$ cat config.mk
export PLATFORM = sky130hd
export DESIGN_NAME = ssorlf_back
export DESIGN_NICKNAME = d
export VERILOG_FILES = /design/src/ssorlf_pkg.sv /design/src/ssorlf_div.sv /design/src/ssorlf_back.sv
export SDC_FILE = /design/constraint.sdc
export NUM_CORES = 1
export LEC_CHECK = 0
export BUFFER_PORTS_ARGS = -buffer_cell sky130_fd_sc_hd__buf_2
export CAP_MARGIN = 25
export CORE_UTILIZATION = 25
export DETAILED_ROUTE_END_ITERATION = 8
export GPL_TIMING_DRIVEN = 0
export PLACE_DENSITY = 0.48
export SYNTH_ARGS = -nofsm -noshare
export SYNTH_HDL_FRONTEND = slang
export SYNTH_SLANG_ARGS = --single-unit
$ cat constraint.sdc
create_clock -name clk -period 11.01 [get_ports clk]
set_clock_uncertainty 0.05 [all_clocks]
set_input_delay 1.101 -clock clk [delete_from_list [all_inputs] [get_ports clk]]
set_output_delay 1.101 -clock clk [all_outputs]
set_load 0.005 [all_outputs]
$ cat src/ssorlf_pkg.sv
// shared types and constants for the ssor lower factor fill block
package ssorlf_pkg;

  localparam int EPW = 8;
  localparam logic [EPW-1:0] EPOCH_MAX = '1;
  localparam logic [EPW-1:0] EPOCH_FIRST = EPW'(1);

  localparam logic [63:0] QNAN_BITS = 64'h7FF8_0000_0000_0000;
  localparam logic [10:0] EXP_ALL = 11'h7FF;

  typedef struct packed {
    logic        new_matrix;
    logic [9:0]  in_row;
    logic [9:0]  in_col;
    logic [63:0] in_value;
  } in_item_t;

  typedef struct packed {
    logic [9:0]  out_row;
    logic [9:0]  out_col;
    logic [63:0] out_value;
    logic        status;
  } out_item_t;

  typedef enum logic [1:0] {OP_DIAG, OP_DIV, OP_MISS} op_kind_t;

  typedef struct packed {
    op_kind_t    kind;
    logic [9:0]  row;
    logic [9:0]  col;
    logic [63:0] num;
    logic [63:0] den;
  } job_t;

  typedef struct packed {
    logic push;
    logic pop;
  } q_ctrl_t;

  typedef struct packed {
    logic full;
    logic empty;
  } q_stat_t;

  typedef enum logic [1:0] {F_CLEAR, F_IDLE, F_READ, F_CHECK} front_state_t;
  typedef enum logic {B_IDLE, B_WAIT} back_state_t;
  typedef enum logic [2:0] {D_IDLE, D_NORM, D_DIV, D_SHIFT, D_ROUND} div_state_t;

endpackage

$ cat src/ssorlf_div.sv
// iterative ieee double divider, one quotient bit per cycle, round to nearest even
module ssorlf_div
  import ssorlf_pkg::*;
(
  input  logic        clk,
  input  logic        rst_n,
  input  logic        start,
  input  logic [63:0] num,
  input  logic [63:0] den,
  output logic        done,
  output logic [63:0] result
);
  div_state_t          state_r, state_nxt;
  logic [52:0]         ma_r, ma_nxt, mb_r, mb_nxt;
  logic signed [13:0]  ea_r, ea_nxt, eb_r, eb_nxt, e_r, e_nxt;
  logic [54:0]         rem_r, rem_nxt;
  logic [53:0]         q_r, q_nxt;
  logic [5:0]          cnt_r, cnt_nxt;
  logic                sticky_r, sticky_nxt, sign_r, sign_nxt;
  logic                done_r, done_nxt;
  logic [63:0]         res_r, res_nxt;

  logic [10:0] fa, fb;
  logic        a_nan, b_nan, a_inf, b_inf, a_zero, b_zero, sgn;
  logic [54:0] rem_sub;
  logic        rnd;
  logic [53:0] mant54;
  logic [52:0] mfin;
  logic signed [13:0] efin, etmp;

  assign done   = done_r;
  assign result = res_r;

  always_comb begin
    fa     = num[62:52];
    fb     = den[62:52];
    a_nan  = (fa == EXP_ALL) && (num[51:0] != '0);
    b_nan  = (fb == EXP_ALL) && (den[51:0] != '0);
    a_inf  = (fa == EXP_ALL) && (num[51:0] == '0);
    b_inf  = (fb == EXP_ALL) && (den[51:0] == '0);
    a_zero = (num[62:0] == '0);
    b_zero = (den[62:0] == '0);
    sgn    = num[63] ^ den[63];
    rem_sub = rem_r - {2'b00, mb_r};
    rnd    = q_r[0] && (sticky_r || q_r[1]);
    mant54 = {1'b0, q_r[53:1]} + 54'(rnd);
    if (mant54[53]) begin
      mfin = mant54[53:1];
      efin = e_r + 14'sd1;
    end else begin
      mfin = mant54[52:0];
      efin = e_r;
    end
    etmp = ea_r - eb_r + 14'sd1023;
  end

  always_comb begin
    state_nxt  = state_r;
    ma_nxt     = ma_r;
    mb_nxt     = mb_r;
    ea_nxt     = ea_r;
    eb_nxt     = eb_r;
    e_nxt      = e_r;
    rem_nxt    = rem_r;
    q_nxt      = q_r;
    cnt_nxt    = cnt_r;
    sticky_nxt = sticky_r;
    sign_nxt   = sign_r;
    done_nxt   = 1'b0;
    res_nxt    = res_r;
    unique case (state_r)
      D_IDLE: begin
        if (start) begin
          sign_nxt = sgn;
          ma_nxt   = {(fa != '0), num[51:0]};
          mb_nxt   = {(fb != '0), den[51:0]};
          ea_nxt   = (fa == '0) ? 14'sd1 : $signed({3'b000, fa});
          eb_nxt   = (fb == '0) ? 14'sd1 : $signed({3'b000, fb});
          done_nxt = 1'b1;
          if (b_zero) begin
            res_nxt = (a_zero || a_nan) ? QNAN_BITS : {sgn, EXP_ALL, 52'd0};
          end else if (a_nan || b_nan || (a_inf && b_inf)) begin
            res_nxt = QNAN_BITS;
          end else if (a_inf) begin
            res_nxt = {sgn, EXP_ALL, 52'd0};
          end else if (b_inf || a_zero) begin
            res_nxt = {sgn, 63'd0};
          end else begin
            done_nxt  = 1'b0;
            state_nxt = D_NORM;
          end
        end
      end
      D_NORM: begin
        // subnormal operands are brought up one bit a cycle
        if (!ma_r[52] || !mb_r[52]) begin
          if (!ma_r[52]) begin
            ma_nxt = {ma_r[51:0], 1'b0};
            ea_nxt = ea_r - 14'sd1;
          end
          if (!mb_r[52]) begin
            mb_nxt = {mb_r[51:0], 1'b0};
            eb_nxt = eb_r - 14'sd1;
          end
        end else begin
          cnt_nxt = '0;
          q_nxt   = '0;
          if (ma_r < mb_r) begin
            rem_nxt = {1'b0, ma_r, 1'b0};
            e_nxt   = etmp - 14'sd1;
          end else begin
            rem_nxt = {2'b00, ma_r};
            e_nxt   = etmp;
          end
          state_nxt = D_DIV;
        end
      end
      D_DIV: begin
        if (!rem_sub[54]) begin
          q_nxt   = {q_r[52:0], 1'b1};
          rem_nxt = {rem_sub[53:0], 1'b0};
        end else begin
          q_nxt   = {q_r[52:0], 1'b0};
          rem_nxt = {rem_r[53:0], 1'b0};
        end
        cnt_nxt = cnt_r + 6'd1;
        if (cnt_r == 6'd53) begin
          state_nxt = D_SHIFT;
        end
      end
      D_SHIFT: begin
        if (cnt_r == 6'd54) begin
          sticky_nxt = (rem_r != '0);
          cnt_nxt    = '0;
        end else if (e_r < 14'sd1) begin
          if (e_r < -14'sd60) begin
            q_nxt      = '0;
            sticky_nxt = 1'b1;
            e_nxt      = 14'sd1;
          end else begin
            sticky_nxt = sticky_r | q_r[0];
            q_nxt      = {1'b0, q_r[53:1]};
            e_nxt      = e_r + 14'sd1;
          end
        end else begin
          state_nxt = D_ROUND;
        end
      end
      D_ROUND: begin
        done_nxt  = 1'b1;
        state_nxt = D_IDLE;
        if (efin >= 14'sd2047) begin
          res_nxt = {sign_r, EXP_ALL, 52'd0};
        end else begin
          res_nxt = {sign_r, (mfin[52] ? efin[10:0] : 11'd0), mfin[51:0]};
        end
      end
      default: state_nxt = D_IDLE;
    endcase
  end

  always_ff @(posedge clk) begin
    if (!rst_n) begin
      state_r <= D_IDLE;
      done_r  <= 1'b0;
    end else begin
      state_r <= state_nxt;
      done_r  <= done_nxt;
    end
  end

  always_ff @(posedge clk) begin
    ma_r     <= ma_nxt;
    mb_r     <= mb_nxt;
    ea_r     <= ea_nxt;
    eb_r     <= eb_nxt;
    e_r      <= e_nxt;
    rem_r    <= rem_nxt;
    q_r      <= q_nxt;
    cnt_r    <= cnt_nxt;
    sticky_r <= sticky_nxt;
    sign_r   <= sign_nxt;
    res_r    <= res_nxt;
  end
endmodule

$ cat src/ssorlf_back.sv
// back part: carries out queued jobs and holds the result register
module ssorlf_back
  import ssorlf_pkg::*;
(
  input  logic        clk,
  input  logic        rst_n,
  input  q_stat_t     q_stat,
  input  job_t        q_job,
  output logic        q_pop,
  input  logic [63:0] inv_omega,
  output logic        empty,
  input  logic        pop,
  output out_item_t   out_item
);
  back_state_t state_r, state_nxt;
  logic        val_r, val_nxt;
  out_item_t   out_r, out_nxt;
  logic [9:0]  row_r, row_nxt, col_r, col_nxt;
  logic        slot_free, div_start, div_done;
  logic [63:0] div_res;

  ssorlf_div u_div (
    .clk    (clk),
    .rst_n  (rst_n),
    .start  (div_start),
    .num    (q_job.num),
    .den    (q_job.den),
    .done   (div_done),
    .result (div_res)
  );

  assign empty     = !val_r;
  assign out_item  = out_r;
  assign slot_free = !val_r || pop;

  always_comb begin
    state_nxt = state_r;
    val_nxt   = val_r && !pop;
    out_nxt   = out_r;
    row_nxt   = row_r;
    col_nxt   = col_r;
    q_pop     = 1'b0;
    div_start = 1'b0;
    unique case (state_r)
      B_IDLE: begin
        if (!q_stat.empty && slot_free) begin
          q_pop = 1'b1;
          case (q_job.kind)
            OP_DIAG: begin
              out_nxt = '{out_row: q_job.row, out_col: q_job.col,
                          out_value: inv_omega, status: 1'b0};
              val_nxt = 1'b1;
            end
            OP_MISS: begin
              out_nxt = '{out_row: q_job.row, out_col: q_job.col,
                          out_value: 64'd0, status: 1'b1};
              val_nxt = 1'b1;
            end
            default: begin
              div_start = 1'b1;
              row_nxt   = q_job.row;
              col_nxt   = q_job.col;
              state_nxt = B_WAIT;
            end
          endcase
        end
      end
      B_WAIT: begin
        // result slot was free at start and nothing else fills it meanwhile
        if (div_done) begin
          out_nxt = '{out_row: row_r, out_col: col_r, out_value: div_res, status: 1'b0};
          val_nxt   = 1'b1;
          state_nxt = B_IDLE;
        end
      end
      default: state_nxt = B_IDLE;
    endcase
  end

  always_ff @(posedge clk) begin
    if (!rst_n) begin
      state_r <= B_IDLE;
      val_r   <= 1'b0;
    end else begin
      state_r <= state_nxt;
      val_r   <= val_nxt;
    end
  end

  always_ff @(posedge clk) begin
    out_r <= out_nxt;
    row_r <= row_nxt;
    col_r <= col_nxt;
  end
endmodule

== Word level (Yosys, flattened, before mapping) ==
Cells that the tools add are included.

* Bits of input ports: 219
* Output and inout port bits: 87
* Logic and storage cells: 202
* Bits in registers: 440

* Reduce and logical (&&, ||, !) cells: 53
* Bitwise operators: 4
* $add $sub $neg: 9
* Equal/unequal tests: 27
* Magnitude comparators: 4
* Mux-type cells: 82

{| class="wikitable"
|+ Operators with widths
! cell !! number
|-
| 53-bit 2-to-1 mux || 8
|-
| 64-bit 2-to-1 mux || 6
|-
| 85-bit case mux with 2 select lines || 2
|-
| 54-bit 2-to-1 mux || 4
|-
| 53-bit case mux with 2 select lines || 2
|-
| 85-bit 2-to-1 mux || 2
|-
| 14-bit 2-to-1 mux || 12
|-
| 54-bit case mux with 3 select lines || 1
|-
| 64-bit case mux with 2 select lines || 1
|-
| 63-bit zero test || 2
|-
| 55-bit 2-to-1 mux || 2
|-
| 55-bit case mux with 2 select lines || 1
|-
| 52-bit zero test || 2
|-
| 52-bit nonzero test || 2
|-
| 14-bit case mux with 2 select lines || 3
|-
| 63-bit 2-to-1 mux || 1
|-
| 55-bit nonzero test || 1
|-
| 55-bit by 53-bit subtractor with 55-bit output || 1
|-
| 53-bit by 1-bit adder with 54-bit output || 1
|-
| 53-bit less-than comparator || 1
|-
| 14-bit by 2-bit subtractor with 14-bit output, second input constant || 3
|-
| 11-bit 2-to-1 mux || 3
|-
| 3-bit 2-to-1 mux || 9
|-
| 11-bit == test, second input constant || 2
|-
| other kinds (38) || 107
|}

== Depth between registers and ports, before layout ==
Gate-level depths: netlist of the first run.

* Depth in word-level cells: 9
* Mapped depth: 15

== By module ==
A second synthesis of the first run with hierarchy kept.

* Cells, all modules: 2,734
* Area total of the unflattened synthesis: 28,434.8 µm²

{| class="wikitable"
|+ Modules (own cells, without submodules)
! module !! times used !! area each (µm²) !! seq. area each (µm²) !! cells an instance
|-
| ssorlf_div || 1 || 22,927.0 || 9,959.6 || 2,375
|-
| ssorlf_back || 1 || 5,507.8 || 3,193.1 || 359
|}

== Least setup slack after synthesis of the first run ==
No wires, ideal clock.

* Kind: input -> register
* From: in q_job[1] in the netlist's numbering
* To: reg u_div.res_r[0], in the netlist u_div.result[0] (enable)
* Stages: 7
* Path slack: 3,758 ps
* Path buffers: 0
* Data arrival time: 6,636 ps
* Path through: nor4_1 -> nand4_1 -> nor4_1 -> a21oi_1 -> nand3_1 -> a21oi_1 -> nor3_1

* Word-level cells in the longest chain between the ends: 6

{| class="wikitable"
|+ Ends and longest elaborated chain
! what !! RTL line !! RTL
|-
| start, declared || ssorlf_back.sv:8 || <nowiki>input job_t q_job,</nowiki>
|-
| 52-bit nonzero test / 52-bit zero test (equally long branches) || ssorlf_div.sv:38, ssorlf_div.sv:40 ||
|-
| 1-bit logical AND, on equally long branches || ssorlf_div.sv:38, ssorlf_div.sv:40 ||
|-
| 1-bit logical OR / 1-bit logical AND (equally long branches) || ssorlf_div.sv:82 || <nowiki>end else if (a_nan || b_nan || (a_inf && b_inf)) begin</nowiki>
|-
| 1-bit logical OR || ssorlf_div.sv:82 ||
|-
| 5-bit by 1-bit inequality test with 1-bit output (no source line) (*) || n/a ||
|-
| 3-bit AND reduction (no source line) (*) || n/a ||
|-
| end signal, assigned || ssorlf_div.sv:183 || <nowiki>res_r <= res_nxt;</nowiki>
|-
| end, declared || ssorlf_div.sv:21 || <nowiki>logic [63:0] res_r, res_nxt;</nowiki>
|}

Mark *: on every way between the ends. The rest lies on a longest branch, timed or not.
A chain may end at the register's enable or synchronous reset.

== Worst setup path after layout of the first run ==
* From: reg u_div.ma_r[22]
* To: reg u_div.rem_r[44] (data pin)

* Word-level cells in the longest chain between the ends: 4

{| class="wikitable"
|+ Ends and longest elaborated chain
! what !! RTL line !! RTL
|-
| start, declared || ssorlf_div.sv:14 || <nowiki>logic [52:0] ma_r, ma_nxt, mb_r, mb_nxt;</nowiki>
|-
| start signal, assigned || ssorlf_div.sv:173 || <nowiki>ma_r <= ma_nxt;</nowiki>
|-
| 53-bit less-than comparator || ssorlf_div.sv:108 || <nowiki>if (ma_r < mb_r) begin</nowiki>
|-
| 54-bit 2-to-1 mux || ssorlf_div.sv:108 ||
|-
| 55-bit 2-to-1 mux || ssorlf_div.sv:96 || <nowiki>if (!ma_r[52] || !mb_r[52]) begin</nowiki>
|-
| 55-bit case mux with 2 select lines || ssorlf_div.sv:71 || <nowiki>unique case (state_r)</nowiki>
|-
| net u_div.rem_nxt[44] || ssorlf_div.sv:16 || <nowiki>logic [54:0] rem_r, rem_nxt;</nowiki>
|-
| end signal, assigned || ssorlf_div.sv:178 || <nowiki>rem_r <= rem_nxt;</nowiki>
|-
| end, declared || ssorlf_div.sv:16 ||
|}

The timed path passes the listed nets, and every way through them passes these cells. The select of a mux whose other input is x is not followed.

==> results of run 1 <==
[registers in the layout (all words and copies together), names as in the netlist, 6 cells and up]
register and count:
u_div.q_r 54, u_div.result 64, u_div.e_r 14, u_div.eb_r 14
out_item 85, u_div.cnt_r 6, col_r 10, u_div.ma_r 53
u_div.ea_r 14, u_div.mb_r 53, u_div.rem_r 55, row_r 10
[synth_stat cells, types with 8 or more instances]
master,number,area share
buf_2,26,0.0048
a21o_1,51,0.014
or3_1,13,0.0030
mux2i_1,54,0.020
nand3b_1,57,0.016
and4_1,11,0.0036
o21ai_0,99,0.018
a21oi_1,198,0.037
a22o_1,114,0.037
nor3_1,42,0.0078
o21bai_1,14,0.0039
and3_1,17,0.0039
nor4_1,66,0.015
nor3b_1,8,0.0022
mux2_2,27,0.011
nor2_1,171,0.024
xnor2_1,92,0.030
nand4_1,57,0.013
nand3_1,55,0.010
xor2_1,58,0.019
or4_1,11,0.0031
inv_1,105,0.015
a31oi_1,17,0.0039
nand2b_1,17,0.0039
o211ai_1,13,0.0036
o31ai_1,60,0.017
and2_1,12,0.0028
nor2b_1,9,0.0021
clkbuf_1,116,0.016
o21a_1,16,0.0044
edfxtp_1,434,0.48
a211oi_1,35,0.0097
nand2_1,301,0.042
ha_1,140,0.065
[routing by layer]
metal / vias to the layer above / wire length (microns)
li1: 10700 / -
met1: 10500 / 42100
met2: 683 / 41000
met3: 164 / 8170
met4: 30 / 2730
met5: - / 183
[power by group]
group	internal, mW	switching (mW)	leakage [nW]	total, mW
combinational	0.510	0.862	7.59	1.37
sequential	2.04	0.119	4.20	2.16
clock	1.07	0.775	0.877	1.84
total	3.62	1.76	12.7	5.38
[area by class of cell]
cell class              count  area [sq um]  area share
repair buffers            328          1910      0.0587
diodes                     12          30.0    0.000921
well taps                1403          1760      0.0538
plain buffers             157           654      0.0201
flip-flops and latches    440         13200       0.403
clock buffers              64          1390      0.0426
clock inverters            36           428      0.0131
multi-input cells        1926         12900       0.395
inverters                 105           394      0.0121
[cell families (layout without fill, tap and decap cells)]
| logic type | count (synthesis) | in the layout |
|---|---|---|
| AND/OR/NAND/NOR | 869 | 869 |
| XOR/XNOR | 150 | 150 |
| multiplexers | 83 | 83 |
| other | 0 | 12 |
| adder cells (fa/ha/maj) | 142 | 142 |
| AO/OA/AOI/OAI | 682 | 682 |
| flip-flops | 440 | 440 |
| buffers and inverters | 262 | 690 |
[path summary, 6_finish.rpt]
path,slack (ns),end,depth (start not counted)
worst min register to register,0.49,out_item[74],1
worst max register to register,5.88,u_div.rem_r[44],13
worst max-delay path,5.88,u_div.rem_r[44],13
worst min-delay path,0.49,out_item[74],1
[per-stage QoR]
stage | instance area [sq um] | hold WS, ns | total power, mW | setup WS [ns]
after floorplan | 27000 | 0.446 | 3.07 | 3.76
after global placement | 30300 | 0.468 | 3.54 | 0.0788
after detailed placement | 30700 | 0.481 | 3.55 | 6.04
after CTS | 32600 | 0.494 | 5.43 | 6.03
after global routing | 32600 | 0.501 | 5.64 | 5.76
final | 32600 | 0.491 | 5.38 | 5.88
==> summary.txt, run 1 <==
Global routing
  – GR Layer Usage met1: 0.224
  – M2 GR Usage: 0.261
  – Pin count of the biggest net entering global routing: 57
  – Vias in the first global route: 21600
  – Initial antenna violation count: 28
  – Overall Global Routing Usage: 0.168
  – Global-route wire length before repair: 138000 microns
  – Most Used Layer, Global Route: met2
  – Gr ovfl total: 0
  – Met3 usage: 0.0480

Worst hold path
  – Min-delay src: col_r[9]
  – Worst hold path class: flop to flop

Finish
  – Post-route insts no fill: 4471
  – Layout area overhead: 20.6%
  – Commonest non-fill, non-tap cell in the layout: edfxtp_1
  – Fill cells: 11200
  – Fraction of layout instances using a drive strength above 1: 0.160
  – Commonest cells after routing, fill and taps aside: edfxtp_1, buf_2, nand2_1
  – Final Util: 0.304
  – Nets@finish: 3373

Drt
  – Detailed-route via count: 22100
  – Mean routed wirelength per cell: 21.1 microns
  – DRC violations left: 0
  – Post-route ant nets: 0
  – Routed WL: 94100 microns
  – First-pass detailed-route iteration total: 7
  – Initial DRC Count: 1552
  – Vias per cell: 4.95

Timing
  – Slew @ Worst Pin: 1.14 ns
  – Max Slew Vio Count: 0
  – Final min period: 5.13 ns
  – Final Setup Violations: 0
  – RSZ-0062 raised after global routing: no
  – Setup TNS: 0 ns
  – Relative slew slack: 0.242
  – Peak Freq: 195 MHz
  – Hold Vio Cnt, Final: 0
  – Final period util: 0.466

Synthesis
  – Mapped Cells: 2628
  – FF+latch count, synth: 440
  – Largest family of logic cells by synthesized area: compound AO/OA/AOI/OAI gates
  – Compound-Gate Fraction of Synth Area: 0.169
  – Simple-Gate Fraction of Synth Area: 0.159
  – Adder-Cell Fraction of Synth Area: 0.0663
  – Number of flops mapped to enable cells by yosys: 434
  – Ys Warns: 0
  – Synth Cell Area: 27000 sq um
  – Register area share after synthesis: 0.487
  – Syn_nets: 2989
  – Unique cell type count in the Yosys netlist: 80
  – Post-synth ARST share: 0
  – Area share of xor/xnor cells in the synthesized design: 0.0486
  – Syn Area/Cell: 10.3 sq um
  – Mux share of post-synthesis cell area: 0.0321
  – Synth Flop Type: edfxtp_1

Clocking
  – Clock tree root driver cell: clkbuf_16
  – Hold buffer count at cts: 0
  – Clk buf depth: 3
  – CTS tree: built
  – Post-CTS setup repair buffer count: 0
  – Clock sinks: 440
  – Clock slew at reported path FFs: 0.06 ns
  – Post-CTS resize count: 0
  – CTS buffer count: 54
  – H-tree lvl count: 2
  – Skew-Pair Late Insertion Delay: 0.68 ns

Critical path
  – Crit path buffers/inverters: 3
  – Largest stage delay, worst path: 0.83 ns
  – Worst path cell trace: ha_1 > a21o_1 > a21o_1 > a21oi_1 > a21oi_1 > a211oi_1 > nor2_1 > nor2_1 > buf_6 > clkbuf_1 > buf_2 > mux2i_1 > a21oi_1
  – Worst setup path startpoint: u_div.ma_r[22]
  – Critical Path Source Type: flop
  – CP required: 11.31 ns
  – Critical Path Most Common Cell: a21oi_1
  – Crit end category: flop
  – Largest delay share family, worst path: compound AO/OA/AOI/OAI gates
  – WS Path Type: flop to flop
  – Crit path max fanout: 10
  – Crit path max-delay cell type: a211oi_1
  – Worst reg2reg path startpoint: u_div.ma_r[22]
  – Critical Path AT: 5.44 ns

Placed design
  – Placed Instances: 4358
  – DP Wirelength: 73900 microns
  – Port Buf Inserts: 304
  – GPL Wtd Cong: 0.900

Power
  – Cell Pwr Density: 165 nW/um^2
  – Peak supply drop: 119 uV
  – Static Leakage: 12.7 nW

Flow run
  – Max cap viols: 0

Outcome
  – Status: finished, final reports clean

Die
  – Total core area: 107000 sq um
  – Die span in y: 331 microns
  – # rows: 120
  – I/O pin total: 306
  – Die width: 331 microns
  – Die area: 109000 sq um
  – Initial core utilization: 0.252
Note: power is estimated with default switching activity, not from simulation.
==> run 2: changes to the inputs <==
PLACE_DENSITY = 0.49   (was 0.48)
clock period = 4.3 ns   (was 11.01 ns; I/O delays follow)
==> run 2 against run 1 <==
Worst hold slack worse by 0.45 ns. Sequential share of layout area decreased by 1.6 points. First-iteration DRC count increased by 14%. Sequential cell count is the same. Sequential power rose to 2.6 times the previous value. Critical path depth down 1. Core utilization is 1.3 points higher.
==> summary.txt, run 2 (synthesized netlist as in run 1, its figures left out) <==
Clocking
  – CTS buffer count: 55
  – Clock slew at reported path FFs: 0.06 ns
  – Clock sinks: 440
  – Clock tree root driver cell: clkbuf_16
  – Skew-Pair Late Insertion Delay: 0.68 ns
  – Clk buf depth: 3
  – CTS tree: built
  – H-tree lvl count: 2

Critical path
  – Crit path max fanout: 7
  – R2r setup slk: 0.08 ns
  – Critical Path AT: 4.61 ns
  – Worst reg2reg path startpoint: u_div.ma_r[34]
  – Critical Path Most Common Cell: a21o_1
  – Largest stage delay, worst path: 0.60 ns
  – Worst path cell trace: ha_1 > a21o_1 > a21o_1 > a21oi_1 > o31ai_1 > a211oi_2 > nor2_1 > or4_1 > clkbuf_1 > nor4b_1 > xnor2_1 > a22o_1
  – RR Endpoint: u_div.e_r[6]
  – Critical Path Source Type: flop
  – Crit path buffers/inverters: 1
  – Crit path max-delay cell type: a211oi_2
  – Crit end category: flop
  – Worst r2r path cells: 12
  – Largest delay share family, worst path: compound AO/OA/AOI/OAI gates
  – WS Path Type: flop to flop
  – CP required: 4.69 ns

Finish
  – Commonest non-fill, non-tap cell in the layout: edfxtp_1
  – Fraction of layout instances using a drive strength above 1: 0.158
  – Final instance area: 34000 sq um
  – Nets@finish: 3503
  – Post-route insts no fill: 4601
  – Max reg flops: 85
  – Layout area overhead: 25.7%
  – Commonest cells after routing, fill and taps aside: edfxtp_1, buf_2, nand2_1

Outcome
  – Status: finished, final reports clean

Die
  – Initial core utilization: 0.252
  – # rows: 120
  – Total core area: 107000 sq um
  – I/O pin total: 306
  – Die width: 331 microns
  – Die area: 109000 sq um
  – Die span in y: 331 microns

Worst hold path
  – Min-delay src: q_job[95]
  – Hold Crit Depth: 3
  – Worst Hold End: u_div.ma_r[31]
  – Worst hold path class: input port to flop

Drt
  – Post-route ant nets: 0
  – Initial DRC Count: 1772
  – Vias per cell: 4.95
  – Mean routed wirelength per cell: 20.3 microns
  – Detailed-route via count: 22800
  – DRC violations left: 0
  – First-pass detailed-route iteration total: 5
  – Routed WL: 93300 microns

Timing
  – Relative slew slack: 0.260
  – Final min period: 4.22 ns
  – Max Slew Vio Count: 0
  – Final period util: 0.982
  – RSZ-0062 raised after global routing: yes
  – Final Setup Violations: 0
  – Peak Freq: 237 MHz
  – Slew @ Worst Pin: 1.11 ns
  – Hold_ws: 0.0425 ns
  – Hold Vio Cnt, Final: 0
  – Worst Slack Setup Final: 0.0783 ns

Power
  – Combinational power share: 0.261
  – Peak supply drop: 329 uV
  – Switching Power: 4.49 mW
  – Pint: 9.40 mW
  – Final Power: 13.9 mW
  – Clock share of power: 0.340
  – Switching Fraction: 0.323
  – Reg power frac: 0.399
  – Static Leakage: 13.2 nW
  – Cell Pwr Density: 409 nW/um^2

Global routing
  – Pin count of the biggest net entering global routing: 57
  – Overall Global Routing Usage: 0.167
  – Gr ovfl total: 0
  – Vias in the first global route: 22200
  – Global-route wire length before repair: 138000 microns
  – Initial antenna violation count: 22

Placed design
  – Placed Instances: 4357
  – Port Buf Inserts: 304
  – DP Worst Slack: -0.568 ns
  – DP Wirelength: 72600 microns
  – GPL Wtd Cong: 0.909
  – Post-placement cell area: 30800 sq um

Flow run
  – Max cap viols: 0
[run 2: what timing repair did]
| action | in CTS | in global routing |
|---|---|---|
| hold buffers | 121 | 0 |
| buffers inserted | 0 | 9 |
| setup endpoints to repair | 53 | 67 |
| hold endpoints to repair | 124 | 0 |
| pin swaps | 0 | 5 |
| gates resized for setup | 5 | 15 |
[run 2: power by group through the flow]
stage	Sequential [mW]	Combinational, mW	Clock (mW)
finish	5.54	3.63	4.72
global route	5.58	3.99	5.01
CTS	5.54	3.57	4.86
detailed placement	5.62	3.45	0
global placement	5.66	3.37	0
floorplan	5.53	2.33	0
[run 2: per-stage QoR]
step           TNS (ns)  utilization
2_1_floorplan         0            -
3_3_place_gp    -472.07        0.283
3_5_place_dp     -24.15        0.287
4_1_cts               0        0.316
5_1_grt         -0.0342        0.317
6_report              0        0.317
[run 2: area by class of cell]
| class | count | area [sq um] |
|---|---|---|
| clock inverters | 40 | 435 |
| multi-input cells | 1926 | 13000 |
| plain buffers | 157 | 667 |
| diodes | 9 | 22.5 |
| flip-flops and latches | 440 | 13200 |
| repair buffers | 457 | 3190 |
| well taps | 1403 | 1760 |
| inverters | 105 | 394 |
| fillers | 11200 | 73200 |
| clock buffers | 64 | 1410 |
[run 2: layer usage]
layer	vias to the layer above	global-route usage	wire [microns]
met4	22	0.0316	1700
met3	125	0.0408	6950
met2	772	0.267	41200
li1	11000	-	-
met5	-	0	148
met1	10900	0.228	43300
[run 2: how the worst max path moves through the flow]
stage	from	to	slack, ns	depth (start not counted)
6_report	u_div.ma_r[34]	u_div.e_r[6]	0.08	12
5_1_grt	u_div.rem_r[45]	u_div.rem_r[28]	-0.02	13
4_1_cts	u_div.mb_r[0]	u_div.rem_r[42]	0.004	14
3_5_place_dp	u_div.ma_r[34]	u_div.rem_r[45]	-0.57	12
3_3_place_gp	u_div.state_r[0]	u_div.mb_r[26]	-2.37	5
2_1_floorplan	state_r	u_div.eb_r[0]	0.47	7
[run 2: worst reg2reg max path, cell delays in order (launching register included)]
cell	delay, ns
edfxtp_1	0.50
ha_1	0.35
a21o_1	0.16
a21o_1	0.17
a21oi_1	0.30
o31ai_1	0.21
a211oi_2	0.60
nor2_1	0.15
or4_1	0.52
clkbuf_1	0.21
nor4b_1	0.39
xnor2_1	0.15
a22o_1	0.25
