File: src/ssorlf_pkg.sv
// shared types and constants for the ssor lower factor fill block
package ssorlf_pkg;

  localparam int EPW = 8;
  localparam logic [EPW-1:0] EPOCH_MAX = '1;
  localparam logic [EPW-1:0] EPOCH_FIRST = EPW'(1);

  localparam logic [63:0] QNAN_BITS = 64'h7FF8_0000_0000_0000;
  localparam logic [10:0] EXP_ALL = 11'h7FF;

  typedef struct packed {
    logic        new_matrix;
    logic [9:0]  in_row;
    logic [9:0]  in_col;
    logic [63:0] in_value;
  } in_item_t;

  typedef struct packed {
    logic [9:0]  out_row;
    logic [9:0]  out_col;
    logic [63:0] out_value;
    logic        status;
  } out_item_t;

  typedef enum logic [1:0] {OP_DIAG, OP_DIV, OP_MISS} op_kind_t;

  typedef struct packed {
    op_kind_t    kind;
    logic [9:0]  row;
    logic [9:0]  col;
    logic [63:0] num;
    logic [63:0] den;
  } job_t;

  typedef struct packed {
    logic push;
    logic pop;
  } q_ctrl_t;

  typedef struct packed {
    logic full;
    logic empty;
  } q_stat_t;

  typedef enum logic [1:0] {F_CLEAR, F_IDLE, F_READ, F_CHECK} front_state_t;
  typedef enum logic {B_IDLE, B_WAIT} back_state_t;
  typedef enum logic [2:0] {D_IDLE, D_NORM, D_DIV, D_SHIFT, D_ROUND} div_state_t;

endpackage

File: src/ssorlf_queue.sv
// two-entry job queue between the front and back parts
module ssorlf_queue
  import ssorlf_pkg::*;
(
  input  logic    clk,
  input  logic    rst_n,
  input  q_ctrl_t ctrl,
  input  job_t    wjob,
  output job_t    rjob,
  output q_stat_t stat
);
  job_t       ent_r [2];
  logic       wptr_r, wptr_nxt, rptr_r, rptr_nxt;
  logic [1:0] cnt_r, cnt_nxt;
  logic       do_push, do_pop;

  assign stat.full  = (cnt_r == 2'd2);
  assign stat.empty = (cnt_r == 2'd0);
  assign do_push    = ctrl.push && !stat.full;
  assign do_pop     = ctrl.pop && !stat.empty;
  assign rjob       = ent_r[rptr_r];

  always_comb begin
    wptr_nxt = wptr_r ^ do_push;
    rptr_nxt = rptr_r ^ do_pop;
    cnt_nxt  = cnt_r + 2'(do_push) - 2'(do_pop);
  end

  always_ff @(posedge clk) begin
    if (!rst_n) begin
      wptr_r <= 1'b0;
      rptr_r <= 1'b0;
      cnt_r  <= 2'd0;
    end else begin
      wptr_r <= wptr_nxt;
      rptr_r <= rptr_nxt;
      cnt_r  <= cnt_nxt;
    end
  end

  always_ff @(posedge clk) begin
    if (do_push) begin
      ent_r[wptr_r] <= wjob;
    end
  end
endmodule

File: config.mk
export PLATFORM = sky130hd
export DESIGN_NAME = ssorlf_queue
export DESIGN_NICKNAME = d
export VERILOG_FILES = /design/src/ssorlf_pkg.sv /design/src/ssorlf_queue.sv
export SDC_FILE = /design/constraint.sdc
export NUM_CORES = 1
export LEC_CHECK = 0
export BUFFER_PORTS_ARGS = -buffer_cell sky130_fd_sc_hd__buf_4
export CAP_MARGIN = 5
export CELL_PAD_IN_SITES_DETAIL_PLACEMENT = 1
export CELL_PAD_IN_SITES_GLOBAL_PLACEMENT = 2
export CORE_ASPECT_RATIO = 1.4
export CORE_UTILIZATION = 42
export CTS_CLUSTER_DIAMETER = 80
export CTS_CLUSTER_SIZE = 16
export DETAILED_ROUTE_END_ITERATION = 16
export PLACE_DENSITY = 0.92
export SYNTH_ARGS = -nofsm -noshare
export SYNTH_HDL_FRONTEND = slang
export SYNTH_SLANG_ARGS = --single-unit
File: constraint.sdc
create_clock -name clk -period 10.9 [get_ports clk]
set_input_delay 0.545 -clock clk [delete_from_list [all_inputs] [get_ports clk]]
set_output_delay 0.545 -clock clk [all_outputs]
set_load 0.02 [all_outputs]
==> Word-level counts from Yosys, hierarchy flattened <==
Memory sizes are Yosys's and may differ from the RTL's. A register that Yosys moved wholly into a read port is not among the register bits.
Cells that the tools add are included.
{ "op_classes": {"n_bitwise": 2, "eq_ne": 1, "add_sub_neg": 2, "n_reduce_logical": 5, "muxes": 3} }
{ "ops": {"columns": ["operator", "count"], "rows": [
  ["1-bit 2-to-1 mux", 3],
  ["2-bit by 1-bit adder with 2-bit output", 1],
  ["2-bit == test (second input constant)", 1],
  ["1-bit logical AND", 2],
  ["1-bit zero test", 2],
  ["2-bit zero test", 1],
  ["2-bit by 1-bit subtractor with 2-bit output", 1],
  ["1-bit bitwise XOR", 2]
]} }
{ "totals": {"in_bits": 154, "reg_bits": 4, "out_inout_bits": 152, "memories": 1, "elab_cells": 17, "ramBits": 300} }
{ "mem_list": {"columns": ["name", "depth", "width", "read_ports", "rd_ports_with_merged_regs", "wr", "line", "rtl"], "rows": [
  ["ent_r", 2, 150, 1, 1, 1, "ssorlf_queue.sv:12", "job_t ent_r [2];"]
]} }

==> Depth between registers and ports, before layout <==
Gate-level depths: netlist (run 1).
{ "logic_depth": {"depth_word": 5, "mapped_depth": 7} }

==> Worst setup path before layout (run 1) <==
Ideal clock, no wire load.
{ "synth_path": {"kind": "input to register", "start": "in ctrl[1] in the netlist's numbering", "end": "mem ent_r[1][0] in the netlist's numbering (enable)", "setup_ps": 528, "t_arrival_ps": 4175, "path_stages": 2, "slack_ps": 6197, "n_path_buf": 0, "path_cell_list": "and2_1 -> ha_1"} }
{ "synth_between": {"elab_chain_cells": 3} }
{ "synth_lines": {"columns": ["element", "line", "rtl"], "rows": [
  ["start: declaration", "ssorlf_queue.sv:7", "input q_ctrl_t ctrl,"],
  ["1-bit logical AND", "ssorlf_queue.sv:19", "assign do_push = ctrl.push && !stat.full;"],
  ["1-bit 2-to-1 mux", "ssorlf_queue.sv:42", "if (do_push) begin"],
  ["1-bit 2-to-1 mux (not written as such)", "ssorlf_queue.sv:43", "ent_r[wptr_r] <= wjob;"],
  ["end: declaration", "ssorlf_queue.sv:12", null]
]} }
Every way passes these cells.

==> results of run 1 <==
## metal layers
| metal | GRT usage, % | share of wire (%) | up-vias |
|---|---|---|---|
| li1 | - | - | 2576 |
| met1 | 17.25 | 34 | 2846 |
| met2 | 32.28 | 56 | 231 |
| met3 | 4.692 | 7.4 | 48 |
| met4 | 5.894 | 3.3 | 4 |
| met5 | 0 | 0.13 | - |
## flip-flops by register name, summed over array words and instances (netlist names), named ones only
register,cells
ent_r,300
cnt_r,2
rptr_r,1
wptr_r,1
## power breakdown
part | total (mW) | leakage [nW] | switching, mW | internal [mW]
Clock | 0.779 | 0.311 | 0.378 | 0.401
Combinational | 1.03 | 2.48 | 0.539 | 0.494
Sequential | 1.54 | 2.85 | 0.0553 | 1.49
## cells in the final DEF, fill, tap and decap left out, types with 3 or more instances in the layout
master	instances
dfxtp_1	4
buf_4	311
mux2_4	100
clkbuf_1	17
mux2_2	50
clkbuf_16	23
inv_1	3
edfxtp_1	300
## synth_stat cells
cell | instances | area [µm²]
and2_1 | 2 | 12.51
buf_2 | 5 | 25.02
buf_6 | 11 | 123.9
buf_8 | 1 | 15.01
dfxtp_1 | 5 | 100.1
edfxtp_1 | 300 | 9009
ha_1 | 4 | 50.05
inv_1 | 3 | 11.26
mux2_2 | 50 | 563.0
mux2_4 | 100 | 1501
mux2i_1 | 2 | 20.02
nand2_1 | 2 | 7.510
nand2b_1 | 2 | 12.51
nor2_1 | 1 | 3.750
nor2b_1 | 2 | 12.51
o21a_1 | 1 | 7.510
xnor3_1 | 1 | 22.52
## cell families (layout without fill, tap and decap cells)
family          Yosys count  in the layout  share of synthesized area [%]
buf+inv                  20            355                          1.523
flops                   305            305                          79.23
mux                     152            152                          18.13
compound gates            1              1                        0.06532
xor+xnor                  1              1                         0.1959
simple gates              9              9                         0.4244
fa+ha+maj                 4              4                         0.4353
## per-stage QoR
step,hold slack (ps),cell area (µm²),std cells,power [mW]
finish,216.6,14810,1192,3.356
global route,193.4,14810,1192,3.491
floorplan,451.6,11500,492,2.242
global placement,462.1,14150,1151,2.584
detailed placement,478.1,14150,1151,2.621
CTS,190.3,14810,1192,3.407
## worst reg2reg max path: cells and delay by family (launching register included)
kind          cells  cell delay [ps]
buf+inv           1              700
fa+ha+maj         1              600
simple gates      2              420
flops             1              370
## area by class of cell
| class | instances | area, µm² | share of cell area (%) |
|---|---|---|---|
| sequential | 305 | 9112 | 61.53 |
| timing repair buffer | 311 | 2335 | 15.77 |
| multi-input combinational | 167 | 2238 | 15.11 |
| clock buffer | 40 | 639.4 | 4.317 |
| tap | 365 | 456.7 | 3.084 |
| clock inverter | 1 | 16.27 | 0.1098 |
| inverter | 3 | 11.26 | 0.07604 |
## worst max path at each step
stage	end
floorplan	ent_r[1][0]
global placement	rjob[29]
finish	rjob[27]
global route	rjob[27]
detailed placement	rjob[27]
CTS	rjob[27]
==> impl_summary.txt, run 1 <==
----------------------------------------------------
[Outcome]
  Run status ... completed

[Routing]
  Vias post-DR ... around 5700
  Post-DRT Antenna Nets ... 0
  Total iterations of the first detailed-routing run ... 5
  Sum of routed wire length over all layers ... around 24000 µm
  WL/cell ... roughly 20 µm
  Vias per cell ... 4.786
  Initial drt markers ... about 200
  DRC violations left ... 0

[CTS]
  Post-CTS Setup Bufs ... 0
  Insertion delay of the later-clocked pin in the worst-skew pair ... 500 ps
  Clock input transition at the sequential cells of the worst setup and hold paths ... 70 ps
  Max clock buf depth ... 3
  CTS tree ... done
  Root buf cell ... clkbuf_16
  TritonCTS buffer count ... 23
  Number of levels in the clock H-tree ... 1
  Hold-fix buffer count after cts ... 0
  Number of clock sinks ... 305
  # resized after CTS ... 0

[Synthesis]
  Cell variety after synth ... 17
  Sequential area share after synthesis ... between 70% and 80%
  Synth Cell Area ... ~11000 µm²
  Yosys warning count ... 0
  Number of synthesized register bits ... a little over 300
  Synthesized netlist net count ... 650
  Mean instance size in the synthesized netlist ... 23.37 µm²
  Number of standard cells after synthesis ... slightly below 500

[Place]
  Setup slack after placement ... around 8200 ps
  Final weighted congestion of routability-driven global placement ... a little over 0.7
  Count of port buffers added during placement ... about 310
  Post-detailed-placement half-perimeter wirelength ... ~17000 µm

[Pwr]
  Peak supply drop ... between 0.15 and 0.2 mV
  Leakage ... ~5.6 nW
  Cell area power density ... between 200 and 250 nW/µm²

[STA]
  Relative slew slack ... approximately 25%
  Max Freq ... slightly above 300 MHz
  Final-layout setup total negative slack ... 0 ps
  Final Max Slew Viols ... 0
  Post-layout worst setup margin ... 7689 ps
  Final setup viols ... 0
  Fin crit share ... a little under 30%
  Min Tclk post-route ... 3211 ps
  Slew @ Worst Pin ... 1130 ps
  Setup repair after global routing missed its margin ... no
  Fin Clk Skew ... approximately 14 ps
  Count of endpoints failing hold in the final timing report ... 0

[Global routing]
  First-pass GRT wire length ... around 35000 µm
  Via count of the first global-routing pass ... slightly above 6000
  Overall routing resource usage ... roughly 17%
  Maximum number of pins on one net before global-route repair ... 72
  Initial antenna violation count ... 2
  Gr ovfl total ... 0

[Die]
  Total number of placement rows ... 71
  Initial Utilization ... 42.71%
  Area enclosed by the die boundary ... between 20000 and 30000 µm²
  Horizontal die dimension ... 141.8 µm
  I/O pin count ... 306
  Die span in y ... around 200 µm
  Placeable core area ... approximately 27000 µm²

[Critical path]
  Worst Path Max Fanout ... 61
  Startpoint type of the worst setup path ... flop
  Critical path data required time ... about 10000 ps
  Arr. time, crit path ... 2670 ps
  Depth of the worst register-to-register path ... 4
  Most common cell on crit path ... buf_4
  Critical register-to-register path endpoint ... ent_r[1][88]
  Bufs and invs on worst path ... 2
  Cell family with most CP delay ... buffers and inverters
  Critical path depth in cells ... 3
  CP max stage cell ... buf_4
  Internal reg-to-reg setup slack ... ~8400 ps
  CP Class ... flop to output pin
  Slowest Stage Delay on Critical Path ... about 900 ps
  Worst reg2reg startpoint ... cnt_r[0]
  Worst Setup End Kind ... output pin
  CP Cell Sequence ... buf_4 -> mux2_2 -> buf_4

[Finish]
  Count of fill cells added during filler insertion ... between 2000 and 2500
  Final design utilization ... between 50% and 60%
  Signed area change from the synthesized netlist to the final layout ... 28.81%
  Fraction of final layout cells with drive strength greater than 1 ... 59.01%
  Nets ... between 900 and 1000
  Antenna diodes ... 0

[Hold path]
  Cell depth of the worst hold path ... 1
  Type of the worst min-delay path ... input port to flop
  Endpoint, Worst Hold ... ent_r[1][116]
  Start point of the worst hold path ... wjob[116]

[Job]
  Number of max-cap violations ... 0

----------------------------------------------------
No activity file was read; power rests on OpenSTA's default activity.
==> run 2, diff against run 1 <==
--- a/config.mk
+++ b/config.mk
@@ -10,11 +10,11 @@
 export CELL_PAD_IN_SITES_DETAIL_PLACEMENT = 1
 export CELL_PAD_IN_SITES_GLOBAL_PLACEMENT = 2
 export CORE_ASPECT_RATIO = 1.4
-export CORE_UTILIZATION = 42
+export CORE_UTILIZATION = 35
 export CTS_CLUSTER_DIAMETER = 80
 export CTS_CLUSTER_SIZE = 16
 export DETAILED_ROUTE_END_ITERATION = 16
-export PLACE_DENSITY = 0.92
+export PLACE_DENSITY = 0.83
 export SYNTH_ARGS = -nofsm -noshare
 export SYNTH_HDL_FRONTEND = slang
 export SYNTH_SLANG_ARGS = --single-unit
==> constraint.sdc (replaced) <==
create_clock -name clk -period 2.7 [get_ports clk]
set_input_delay 0.135 -clock clk [delete_from_list [all_inputs] [get_ports clk]]
set_output_delay 0.135 -clock clk [all_outputs]
set_load 0.02 [all_outputs]
==> run 2 against run 1 <==
Setup slack lost 7200 ps; via count is 9.4% higher; sequential share of layout area is 6.2 points lower; combinational power rose to 4.4 times the previous value; critical endpoint is now rjob[9]; flip-flop and latch count unchanged; register-to-register slack got worse by 7600 ps; critical path type unchanged; utilization is 4.2 points lower; count of clock-buffer cells in the layout did not move; global-route usage decreased by 1.1 points; critical path depth unchanged.
==> impl_summary.txt, run 2 (synthesized netlist as in run 1, its figures left out) <==
----------------------------------------------------
[Hold path]
  Type of the worst min-delay path ... input port to flop
  Start point of the worst hold path ... ctrl[0]
  Cell depth of the worst hold path ... 3 (+2)

[CTS]
  TritonCTS buffer count ... 23 (unchanged)
  Root buf cell ... clkbuf_16
  Post-CTS Setup Bufs ... 0 (unchanged)
  Number of levels in the clock H-tree ... 1 (unchanged)
  Insertion delay of the later-clocked pin in the worst-skew pair ... 510 ps (about the same)
  Max clock buf depth ... 3 (unchanged)
  Number of clock sinks ... 305 (unchanged)
  CTS tree ... done
  Clock input transition at the sequential cells of the worst setup and hold paths ... 70 ps (about the same)

[Critical path]
  Worst reg2reg startpoint ... cnt_r[0]
  CP Class ... flop to output pin
  Arr. time, crit path ... 2080 ps (-590 ps)
  Worst Path Max Fanout ... 94 (+54%)
  Worst Setup End Kind ... output pin
  Internal reg-to-reg setup slack ... 810 ps (-7570 ps)
  Critical register-to-register path endpoint ... ent_r[0][60]
  Startpoint type of the worst setup path ... flop
  Critical path data required time ... 2570 ps (-7790 ps)
  Depth of the worst register-to-register path ... 4 (unchanged)

[Job]
  Number of max-cap violations ... 0 (unchanged)

[STA]
  Final worst hold slack ... 39.33 ps (-177.3 ps)
  Slew @ Worst Pin ... 759.4 ps (-371.1 ps)
  Relative slew slack ... 49.37% (+25 points)
  Count of endpoints failing hold in the final timing report ... 0 (unchanged)
  Post-layout worst setup margin ... 481.4 ps (-7207 ps)
  Final setup viols ... 0 (unchanged)
  Min Tclk post-route ... between 2000 and 2500 ps
  Fin Clk Skew ... 15.33 ps (+1.272 ps)
  Setup repair after global routing missed its margin ... no
  Fin crit share ... about 82%
  Final Max Slew Viols ... 0 (unchanged)
  Max Freq ... 450.7 MHz

[Global routing]
  First-pass GRT wire length ... 39840 µm (+13%)
  Initial antenna violation count ... 3 (+1)
  Maximum number of pins on one net before global-route repair ... 103 (+43%)
  Gr ovfl total ... 0 (unchanged)
  Overall routing resource usage ... 15.72% (-1.1 points)
  Via count of the first global-routing pass ... 7165 (+15%)

[Finish]
  Most frequent cells in the layout ... 307 x buf_4, 300 x edfxtp_1, 151 x dlygate4sd3_1, 100 x mux2_4, 50 x mux2_2
  Leading cell type in the layout, fill and taps excluded ... buf_4
  Sequential cell area ... 9112 µm² (unchanged)
  Multi-input logic area ... 2238 µm² (unchanged)
  Number of flip-flops under the largest register name ... 300 (unchanged)
  Fraction of final layout cells with drive strength greater than 1 ... 49.90% (-9.1 points)
  Nets ... 1120 (+16%)
  Most flops, register ... ent_r
  Signed area change from the synthesized netlist to the final layout ... 43.25%
  Count of fill cells added during filler insertion ... 3037 (+26%)
  Largest registers ... ent_r x300, cnt_r x2

[Die]
  Area enclosed by the die boundary ... 33590 µm² (+20%)
  Placeable core area ... 32400 µm² (+20%)
  Total number of placement rows ... 78 (+9.9%)
  I/O pin count ... 306 (unchanged)
  Die span in y ... 216.5 µm (+9.4%)
  Horizontal die dimension ... 155.2 µm (+9.4%)
  Initial Utilization ... 35.48% (-7.2 points)

[Routing]
  Met2 wire length ... 15190 µm (+12%)
  Vias per cell ... 4.395 (-8.2%)
  Initial drt markers ... 256 (+31%)
  DRT met1 WL ... 9394 µm (+15%)
  Total iterations of the first detailed-routing run ... 4 (-1)
  Vias post-DR ... 6241 (+9.4%)
  Sum of routed wire length over all layers ... 27200 µm (+11%)
  Post-DRT Antenna Nets ... 0 (unchanged)
  DRC violations left ... 0 (unchanged)
  Met3 wire length ... 1682 µm (-6.8%)
  WL/cell ... 19.16 µm (-6.4%)
  Top Metal Used ... met5

[Outcome]
  Run status ... completed

[Pwr]
  Leakage ... 6.282 nW (+11%)
  Peak supply drop ... 0.5911 mV (+240%)
  Cell area power density ... 840.5 nW/µm² (+270%)

[Place]
  Count of port buffers added during placement ... 305 (unchanged)
  Final weighted congestion of routability-driven global placement ... 0.7049 (-2.8%)
  Setup slack after placement ... 800.5 ps (-7398 ps)
  Post-detailed-placement half-perimeter wirelength ... 15970 µm (-6.3%)

----------------------------------------------------
==> run 2: per-stage QoR <==
| step | TNS [ps] | cells | util [%] | total power [mW] | area, µm² |
|---|---|---|---|---|---|
| 2_1_floorplan | -97650 | 492 | - | 8.987 | 11500 |
| 3_3_place_gp | 0 | 1226 | 44.13 | 10.50 | 14300 |
| 3_5_place_dp | 0 | 1226 | 44.13 | 10.61 | 14300 |
| 4_1_cts | 0 | 1418 | 50.81 | 13.97 | 16460 |
| 5_1_grt | 0 | 1419 | 50.82 | 14.37 | 16470 |
| 6_report | 0 | 1420 | 50.83 | 13.84 | 16470 |
==> run 2: cell type report <==
| cell class | instances | area share, % |
|---|---|---|
| Inverter | 3 | 0.06837 |
| Multi-Input combinational cell | 167 | 13.59 |
| Tap cell | 440 | 3.343 |
| Timing Repair Buffer | 462 | 23.66 |
| Sequential cell | 305 | 55.33 |
| Clock inverter | 1 | 0.09876 |
| Antenna cell | 2 | 0.03039 |
| Clock buffer | 40 | 3.882 |
==> run 2: layer usage <==
| metal | track usage (%) | vias up |
|---|---|---|
| li1 | - | 2882 |
| met1 | 15.20 | 3096 |
| met2 | 31.22 | 208 |
| met3 | 3.839 | 53 |
| met4 | 6.111 | 2 |
| met5 | 0 | - |
==> run 2: power breakdown <==
part | total [mW] | switching (mW) | internal (mW)
clock network | 3.16 | 1.54 | 1.62
logic | 4.50 | 2.34 | 2.16
registers | 6.18 | 0.177 | 6.01
total | 13.8 | 4.06 | 9.78
==> run 2: critical path: stages (launching register included) <==
cell	delay, ps
dfxtp_4	380
buf_12	490
mux2_2	420
buf_4	160
==> run 2: worst max-delay path by stage <==
stage,start,slack (ps),to,depth (start not counted)
after floorplan,cnt_r[0],-330,ent_r[1][0],3
after global placement,cnt_r[0],840,ent_r[1][59],4
after detailed placement,cnt_r[0],800,ent_r[1][62],4
after CTS,flop,430,rjob[42],3
after global routing,flop,390,rjob[9],3
final,flop,480,rjob[9],3
==> run 2: repair_timing <==
| action | CTS | global route |
|---|---|---|
| gates resized for setup | 0 | 0 |
| hold endpoints to repair | 305 | 0 |
| hold buffers | 151 | 0 |
==> run 3, diff against run 2 <==
--- a/config.mk
+++ b/config.mk
@@ -5,16 +5,17 @@
 export SDC_FILE = /design/constraint.sdc
 export NUM_CORES = 1
 export LEC_CHECK = 0
+export ABC_AREA = 1
 export BUFFER_PORTS_ARGS = -buffer_cell sky130_fd_sc_hd__buf_4
 export CAP_MARGIN = 5
 export CELL_PAD_IN_SITES_DETAIL_PLACEMENT = 1
 export CELL_PAD_IN_SITES_GLOBAL_PLACEMENT = 2
 export CORE_ASPECT_RATIO = 1.4
-export CORE_UTILIZATION = 35
+export CORE_UTILIZATION = 39
 export CTS_CLUSTER_DIAMETER = 80
 export CTS_CLUSTER_SIZE = 16
 export DETAILED_ROUTE_END_ITERATION = 16
-export PLACE_DENSITY = 0.83
+export PLACE_DENSITY = 0.87
 export SYNTH_ARGS = -nofsm -noshare
 export SYNTH_HDL_FRONTEND = slang
 export SYNTH_SLANG_ARGS = --single-unit
==> constraint.sdc (replaced) <==
create_clock -name clk -period 2.2 [get_ports clk]
set_input_delay 0.11 -clock clk [delete_from_list [all_inputs] [get_ports clk]]
set_output_delay 0.11 -clock clk [all_outputs]
set_load 0.02 [all_outputs]
==> run 3 against run 2 <==
Sequential power grew 26%; hold slack better by 120 ps; die area decreased by 10%; register-to-register slack worse by 340 ps; final area up 0.27%; count of clock-buffer cells in the layout fell by 8; global-route usage increased by 2.7 points; clock skew is 4.0 ps higher; final cell count fell by 3.0%; via count is 2.7% higher.
==> impl_summary.txt, run 3 <==
----------------------------------------------------
[Critical path]
  Cell family with most CP delay ... buffers and inverters
  Arr. time, crit path ... 1840 ps (-240 ps)
  Critical path data required time ... 2090 ps (-480 ps)
  Internal reg-to-reg setup slack ... 470 ps (-340 ps)
  Worst Path Max Fanout ... 24 (-74%)
  Worst Setup End Kind ... output pin
  CP max stage cell ... dfxtp_4
  Depth of the worst register-to-register path ... 5 (+1)
  Critical register-to-register path endpoint ... ent_r[0][146]
  Startpoint type of the worst setup path ... flop
  Slowest Stage Delay on Critical Path ... 380 ps (-110 ps)
  Most common cell on crit path ... buf_12
  CP Class ... flop to output pin
  Bufs and invs on worst path ... 3 (+1)
  Worst reg2reg startpoint ... cnt_r[1]
  CP Cell Sequence ... buf_12 -> buf_12 -> mux2_2 -> buf_4

[Die]
  Area enclosed by the die boundary ... 30180 µm² (-10%)
  I/O pin count ... 306 (unchanged)
  Initial Utilization ... 39.55% (+4.1 points)
  Placeable core area ... 29070 µm² (-10%)
  Horizontal die dimension ... 147.1 µm (-5.2%)
  Total number of placement rows ... 74 (-5.1%)
  Die span in y ... 205.2 µm (-5.2%)

[Global routing]
  First-pass GRT wire length ... 41840 µm (+5.0%)
  Via count of the first global-routing pass ... 7341 (+2.5%)
  Overall routing resource usage ... 18.45% (+2.7 points)
  Initial antenna violation count ... 5 (+2)
  Maximum number of pins on one net before global-route repair ... 70 (-32%)
  Gr ovfl total ... 0 (unchanged)

[Pwr]
  Switching part of the total ... 30.26% (+0.92 points)
  Internal portion of total power ... 12.43 mW (+27%)
  Net switching component of the power ... 5.396 mW (+33%)
  Combinational cell fraction of total power ... 34.7% (+2.2 points)
  Peak supply drop ... 0.7756 mV (+31%)
  Leakage ... 6.365 nW (+1.3%)
  Cell area power density ... 1080 nW/µm² (+28%)
  Clock network fraction of total power ... 21.4% (-1.4 points)
  Sequential cell fraction of total power ... 43.8% (-0.9 points)

[STA]
  Setup repair after global routing missed its margin ... no
  Relative slew slack ... 71.36% (+22 points)
  Min Tclk post-route ... slightly below 2000 ps
  Final Max Slew Viols ... 0 (unchanged)
  Count of endpoints failing hold in the final timing report ... 0 (unchanged)
  Max Freq ... just over 500 MHz
  Post-layout worst setup margin ... 251.6 ps (-229.8 ps)
  Fin crit share ... between 80% and 90%
  Final setup viols ... 0 (unchanged)
  Fin Clk Skew ... 19.35 ps (+4.015 ps)
  Final-layout setup total negative slack ... 0 ps (unchanged)
  Slew @ Worst Pin ... 429.6 ps (-329.8 ps)

[Synthesis]
  Area leader, netlist ... edfxtp_1
  Sequential area share after synthesis ... 79.23% (unchanged)
  Number of synthesized register bits ... 305 (unchanged)
  Top post-synthesis cells by count ... 300 x edfxtp_1, 100 x mux2_4, 50 x mux2_2
  Compound-Gate Fraction of Synth Area ... 0.08706% (+0.022 points)
  Mux share of post-synthesis cell area ... 17.96% (-0.17 points)
  Proportion of synthesized flip-flops having asynchronous set or reset ... 0% (unchanged)
  Adder and majority gate portion of the synthesized area ... 0.4353% (unchanged)
  Dominant cells by area after synthesis ... edfxtp_1 78%, mux2_4 13%, mux2_2 4.9%
  Dominant combinational cell family by area after synthesis ... multiplexers
  Number of standard cells after synthesis ... 504 (+2.4%)
  Dominant cell by count in the synthesized netlist ... edfxtp_1
  Share of the synthesized netlist area taken by xor and xnor gates ... 0% (-0.20 points)
  Flip-flop cell with the highest count after synthesis ... edfxtp_1
  Cell variety after synth ... 14 (-3)
  Post-synth EDFFs ... 300 (unchanged)
  Synth Cell Area ... 11500 µm² (unchanged)
  Synthesized netlist net count ... 662 (+1.8%)
  Simple-gate portion of the synthesized area ... 0.5441% (+0.12 points)
  Yosys warning count ... 0 (unchanged)
  Area fraction of the dominant cell type after synthesis ... 78.35% (unchanged)
  Mean instance size in the synthesized netlist ... 22.81 µm² (-2.4%)

[CTS]
  # resized after CTS ... 0 (unchanged)
  Number of clock sinks ... 305 (unchanged)
  CTS tree ... done
  Clock input transition at the sequential cells of the worst setup and hold paths ... 70 ps (about the same)
  Post-CTS Setup Bufs ... 0 (unchanged)
  Root buf cell ... clkbuf_16
  TritonCTS buffer count ... 23 (unchanged)
  Number of levels in the clock H-tree ... 1 (unchanged)
  Max clock buf depth ... 3 (unchanged)
  Hold-fix buffer count after cts ... 152 (+0.66%)
  Insertion delay of the later-clocked pin in the worst-skew pair ... 520 ps (about the same)

[Finish]
  Most frequent cells in the layout ... 310 x buf_4, 300 x edfxtp_1, 152 x dlygate4sd3_1, 100 x mux2_4, 50 x mux2_2
  Count of fill cells added during filler insertion ... 2646 (-13%)
  Nets ... 1141 (+1.9%)
  Final instance area ... 16510 µm² (+0.27%)
  Most flops, register ... ent_r
  Fraction of final layout cells with drive strength greater than 1 ... 50.10% (+0.20 points)
  Leading cell type in the layout, fill and taps excluded ... buf_4
  Largest registers ... ent_r x300, cnt_r x2
  Signed area change from the synthesized netlist to the final layout ... 43.63%
  Number of flip-flops under the largest register name ... 300 (unchanged)

[Routing]
  WL/cell ... 20.69 µm (+8.0%)
  Sum of routed wire length over all layers ... 28490 µm (+4.7%)
  Initial drt markers ... 218 (-15%)
  DRC violations left ... 0 (unchanged)
  Vias post-DR ... 6407 (+2.7%)
  Post-DRT Antenna Nets ... 0 (unchanged)
  Vias per cell ... 4.653 (+5.9%)
  Total iterations of the first detailed-routing run ... 4 (unchanged)

[Hold path]
  Type of the worst min-delay path ... input port to flop
  Endpoint, Worst Hold ... wptr_r
  Cell depth of the worst hold path ... 5 (+2)
  Start point of the worst hold path ... ctrl[1]

[Place]
  Post-detailed-placement cell area ... 14350 µm² (+0.33%)
  Count of port buffers added during placement ... 305 (unchanged)
  Setup slack after placement ... 462.1 ps (-338.4 ps)
  Post-detailed-placement half-perimeter wirelength ... 16760 µm (+5.0%)
  Final weighted congestion of routability-driven global placement ... 0.6992 (-0.81%)

[Outcome]
  Run status ... completed

[Job]
  Number of max-cap violations ... 0 (unchanged)

----------------------------------------------------
run 3: worst max path at each step:
stage / startpoint / endpoint / slack, ps / cells after the start
floorplan: cnt_r[1] / ent_r[1][0] / -780 / 4
global placement: cnt_r[1] / ent_r[0][62] / 540 / 5
detailed placement: cnt_r[1] / ent_r[0][65] / 460 / 5
CTS: flop / rjob[4] / 210 / 4
global route: flop / rjob[12] / 190 / 3
finish: flop / rjob[3] / 250 / 4
run 3: logic make-up after synthesis:
family | after synthesis
buf+inv | 27
fa+ha+maj | 4
flops | 305
compound gates | 2
simple gates | 16
mux | 150
run 3: final cells by class:
| type | instances | area [µm²] | share of cell area [%] |
|---|---|---|---|
| Antenna cell | 5 | 12.51 | 0.07577 |
| Tap cell | 380 | 475.5 | 2.879 |
| Clock buffer | 32 | 609.3 | 3.690 |
| Sequential cell | 305 | 9112 | 55.18 |
| Inverter | 10 | 37.54 | 0.2273 |
| Multi-Input combinational cell | 172 | 2212 | 13.40 |
| Timing Repair Buffer | 471 | 4029 | 24.40 |
| Clock inverter | 2 | 25.02 | 0.1515 |
run 3: power by group through the flow:
stage,sequential [mW],clock [mW],combinational [mW]
floorplan,7.88,0,3.67
global placement,7.83,0,5.85
detailed placement,7.92,0,5.96
CTS,7.79,3.92,6.21
global route,7.90,4.12,6.51
finish,7.81,3.82,6.20
run 3: per-layer routing:
layer | share of wire [%] | global-route usage, % | vias up
met5 | 0 | 0 | -
met4 | 3.2 | 6.996 | 0
met3 | 5.4 | 3.675 | 53
met2 | 56 | 36.17 | 227
met1 | 35 | 18.95 | 3204
li1 | - | - | 2923
run 3: worst reg2reg max path, cell delays in order (launching register included):
cell	delay [ps]
dfxtp_1	320
inv_1	120
o21ai_0	130
inv_1	170
ha_4	280
buf_4	370
run 3: stage by stage:
stage | hold slack, ps | util [%] | power, mW | instances
after floorplan | 203.5 | - | 11.55 | 504
after global placement | 295.2 | 49.34 | 13.68 | 1186
after detailed placement | 297.8 | 49.34 | 13.88 | 1186
after CTS | 145.4 | 56.76 | 17.91 | 1372
after global routing | 187.7 | 56.80 | 18.53 | 1377
final | 163.2 | 56.80 | 17.83 | 1377
